===== src/design/dit_ram.sv =====
// Simple dual-port RAM, one write and one registered read per cycle.
module dit_ram #(
  parameter int WIDTH = 8,
  parameter int DEPTH = 16,
  localparam int AW = (DEPTH > 1) ? $clog2(DEPTH) : 1
) (
  input  logic             clk,
  input  logic             we,
  input  logic [AW-1:0]    waddr,
  input  logic [WIDTH-1:0] wdata,
  input  logic [AW-1:0]    raddr,
  output logic [WIDTH-1:0] rdata
);

  logic [WIDTH-1:0] mem [DEPTH];

  always_ff @(posedge clk) begin
    if (we) begin
      mem[waddr] <= wdata;
    end
  end

  always_ff @(posedge clk) begin
    rdata <= mem[raddr];
  end

endmodule


===== config.mk =====
export PLATFORM = sky130hd
export DESIGN_NAME = dit_ram
export DESIGN_NICKNAME = d
export VERILOG_FILES = /design/src/design/dit_ram.sv
export SDC_FILE = /design/constraint.sdc
export NUM_CORES = 1
export LEC_CHECK = 0
export BUFFER_PORTS_ARGS = -buffer_cell sky130_fd_sc_hd__buf_2
export CORE_ASPECT_RATIO = 1.25
export CORE_MARGIN = 1
export CORE_UTILIZATION = 35
export CTS_BUF_LIST = sky130_fd_sc_hd__clkbuf_2 sky130_fd_sc_hd__clkbuf_4 sky130_fd_sc_hd__clkbuf_8
export DETAILED_ROUTE_END_ITERATION = 8
export PLACE_DENSITY = 0.55
export SYNTH_ARGS = -nofsm -noshare
export SYNTH_HDL_FRONTEND = slang
export SYNTH_SLANG_ARGS = --single-unit

===== constraint.sdc =====
create_clock -name clk -period 3.69 [get_ports clk]
set_input_delay 0.369 -clock clk [delete_from_list [all_inputs] [get_ports clk]]
set_output_delay 0.369 -clock clk [all_outputs]
set_load 0.05 [all_outputs]

==> run summary <==
The worst ir drop on vdd came out at 0.240 mV. The count of TritonRoute iterations in the first routing pass came out at 4. The worst path in the final design needs a cycle of 1780 ps, including I/O delays and setup. The critical path is of the input pin to register type. The first global-routing pass estimated 15.2 mm of wire. The maximum clock path buffer count came out at 2. The leading cell type in the layout, fill and taps excluded is edfxtp_1. After clock tree synthesis, the setup repair step added 0 buffers. The ratio of routed vias to standard cells is 5.23. The mean post-synth cell area is 22.5 um2. The kind of cell with the highest combined delay along the critical path is buffers and inverters. The finished layout holds 458 standard cells, fillers aside. The count of final setup violators came out at 0. The number of fill cells came out at 1307.

In this run, post-CTS hold repair placed 0 buffers. The worst setup path is launched from an input pin. Data on the critical path is required at its endpoint by 3990 ps. The total inserted antenna cells is 0. The final worst-path setup slack is 1910 ps. Yosys printed 0 warnings. The summed negative setup slack over all endpoints came out at 0 ps. The pre-CTS setup slack is 1460 ps. The delay of the slowest cell on the worst path is 570 ps. The initial antenna violation count is 0. The number of buffers created by CTS is 17. The top fanout value on the critical path came out at 16.

The floorplan step defined a die boundary enclosing 15200 um2. The critical path contains buffers and inverters numbering 2 combined. The count of nets left with antenna violations once routing finished came out at 0.

For this design, the sink count on the clock tree is 136. The number of nets at the end of the flow came out at 285. The max-slew violation count came out at 0. The post-cts sizing count is 0. Yosys mapped the design onto 19 distinct sky130hd cell types. The post-route netlist has 29.3% of its cells at a drive strength greater than 1. The wire-length estimate of the detail-placed layout is 6.53 mm. Measured along the y axis, the die boundary spans 138 um. The cell chosen for the clock root is clkbuf_8. The width of the chip is 110 um. Summing all placed instances gives a cell area of 5450 um2. The normalized max-slew margin came out at 29.3%. The number of input and output port buffers inserted is 25.

The total via count after detailed routing came out at 2394. The placed cell count is 426. Entering global routing, the biggest net connects 33 pins. The slowest stage of the critical path is the mux4_1 cell.

In the synthesized netlist, the number of instances is 229. The max-capacitance violation count is 0. The worst setup path is captured at a register. Setup repair after global routing left no endpoint under its margin.

In this run the standard cell core region covers 14300 um2. The library cells used most frequently in the layout, excluding fill and tap cells, are edfxtp_1 (128), buf_2 (25), clkbuf_8 (23), mux4_2 (18), a22oi_1 (16). TritonCTS built the clock tree. The area growth from synthesis to layout is 14.2%. The run finished with clean final reports. The number of hold-slack violations in the final timing report was 0. The final estimated routing congestion in global placement came out at 0.702.

Pin placement for this block handled 26 I/O pins. The routed wire length is 10.1 mm. The residual overflow from global routing is 0. After clock tree synthesis, the clock-pin slew on the worst setup and hold paths is 70 ps. The post-route clock skew is 8.02 ps. The sequential element share of the synthesized area is 77.8%. The worst hold path belongs to the class input pin to register. The achievable clock frequency came out at 561 MHz. The standard-cell row count is 49. The final design area excluding fillers is 5880 um2.

In the routed design, unresolved DRC markers number 0. The clock tree synthesis step divided the H-tree into 4 levels. The final period utilization came out at 48.3%. The number of flip-flops and latches in the synthesized netlist is 136.

The synthesized net count came out at 247. The data arrival time of the worst path is 2080 ps. Traced cell by cell, the critical path runs through buf_2, buf_4, mux4_1, a22oi_1, nand2_1. At the pin with the least slew margin, the transition time is 1060 ps. The detail-routed net length per standard cell is 22.1 um. The cell area after synthesis came out at 5150 um2.

The post-layout utilization of the core is 41.0%. The leakage component of the power came out at 1.94 nW. The via count of the first global-routing pass is 2546. The detailed router finished its first iteration with 212 violations. Power spread over the standard cell area amounts to 544 nW/um2. The global router's overall resource usage came out at 14.4%.

The clock reaches the later pin of the worst-skew pair after 420 ps. The starting density of the core is 35.9%.
[worst register-to-register path: stages, from the launching register on]
cell and delay (ps):
edfxtp_1 370, mux4_2 470, a22oi_1 330, nand2_1 100
[sequential cells by signal (all words and copies together) (netlist names)]
signal  cells
mem       128
rdata       8
[where the power goes]
group          total (mW)  leakage (nW)  switching (mW)  internal, mW
Sequential           1.74          1.22          0.0102          1.73
Combinational       0.188         0.493           0.124        0.0634
Clock                1.27         0.226           0.509         0.764
[kinds of logic after synthesis]
group / count (synthesis) / synth area share (%)
and+or+nand+nor: 35 / 3.18
buffers and inverters: 10 / 1.68
DFF: 136 / 77.8
AOI/OAI and AO/OA: 16 / 2.33
muxes: 32 / 15.0
[per-stage QoR]
| step | power, mW | hold WS, ps |
|---|---|---|
| after floorplan | 1.89 | 468 |
| after global placement | 1.96 | 648 |
| after detailed placement | 1.96 | 656 |
| after CTS | 3.23 | 297 |
| after global routing | 3.30 | 306 |
| final | 3.20 | 325 |
[Yosys cell counts (all sizes together)]
library cell	instances	share of area (%)
nor3	4	0.39
clkdlybuf4s25	3	0.58
nor2b	1	0.12
or3b	1	0.17
nor2	13	0.95
buf	7	1.1
edfxtp	128	75
and2	1	0.12
and2b	1	0.15
mux4	32	15
dfxtp	8	3.1
nand3b	2	0.29
nand2b	2	0.24
a22oi	16	2.3
nand3	1	0.097
nand2	9	0.66
[final cells by class]
| type | count | area (um2) | share of cell area [%] |
|---|---|---|---|
| timing repair buffer | 29 | 155 | 2.64 |
| sequential | 136 | 4000 | 68.1 |
| tap | 178 | 223 | 3.79 |
| clock buffer | 30 | 369 | 6.28 |
| multi-input combinational | 83 | 1070 | 18.2 |
| clock inverter | 2 | 60.1 | 1.02 |
[final timing paths]
path / start / to / slack, ps / cells past startpoint
setup / recovery: raddr[0] / rdata[0]$_DFF_P_ / 1910 / 5
setup reg to reg: mem[0][7]$_DFFE_PP_ / rdata[7]$_DFF_P_ / 2320 / 3
hold reg to reg: mem[15][1]$_DFFE_PP_ / rdata[1]$_DFF_P_ / 670 / 3
hold / removal: wdata[1] / mem[14][1]$_DFFE_PP_ / 330 / 1
[per-layer routing]
metal	wire length, um	vias up	part of all wire (%)	global-route usage (%)
li1	-	1050	-	-
met1	4550	1260	45	18.5
met2	4950	74	49	22.5
met3	479	10	4.7	4.36
met4	141	0	1.4	6.44
met5	0	-	0	0
Power figures use the tool's default switching activity.
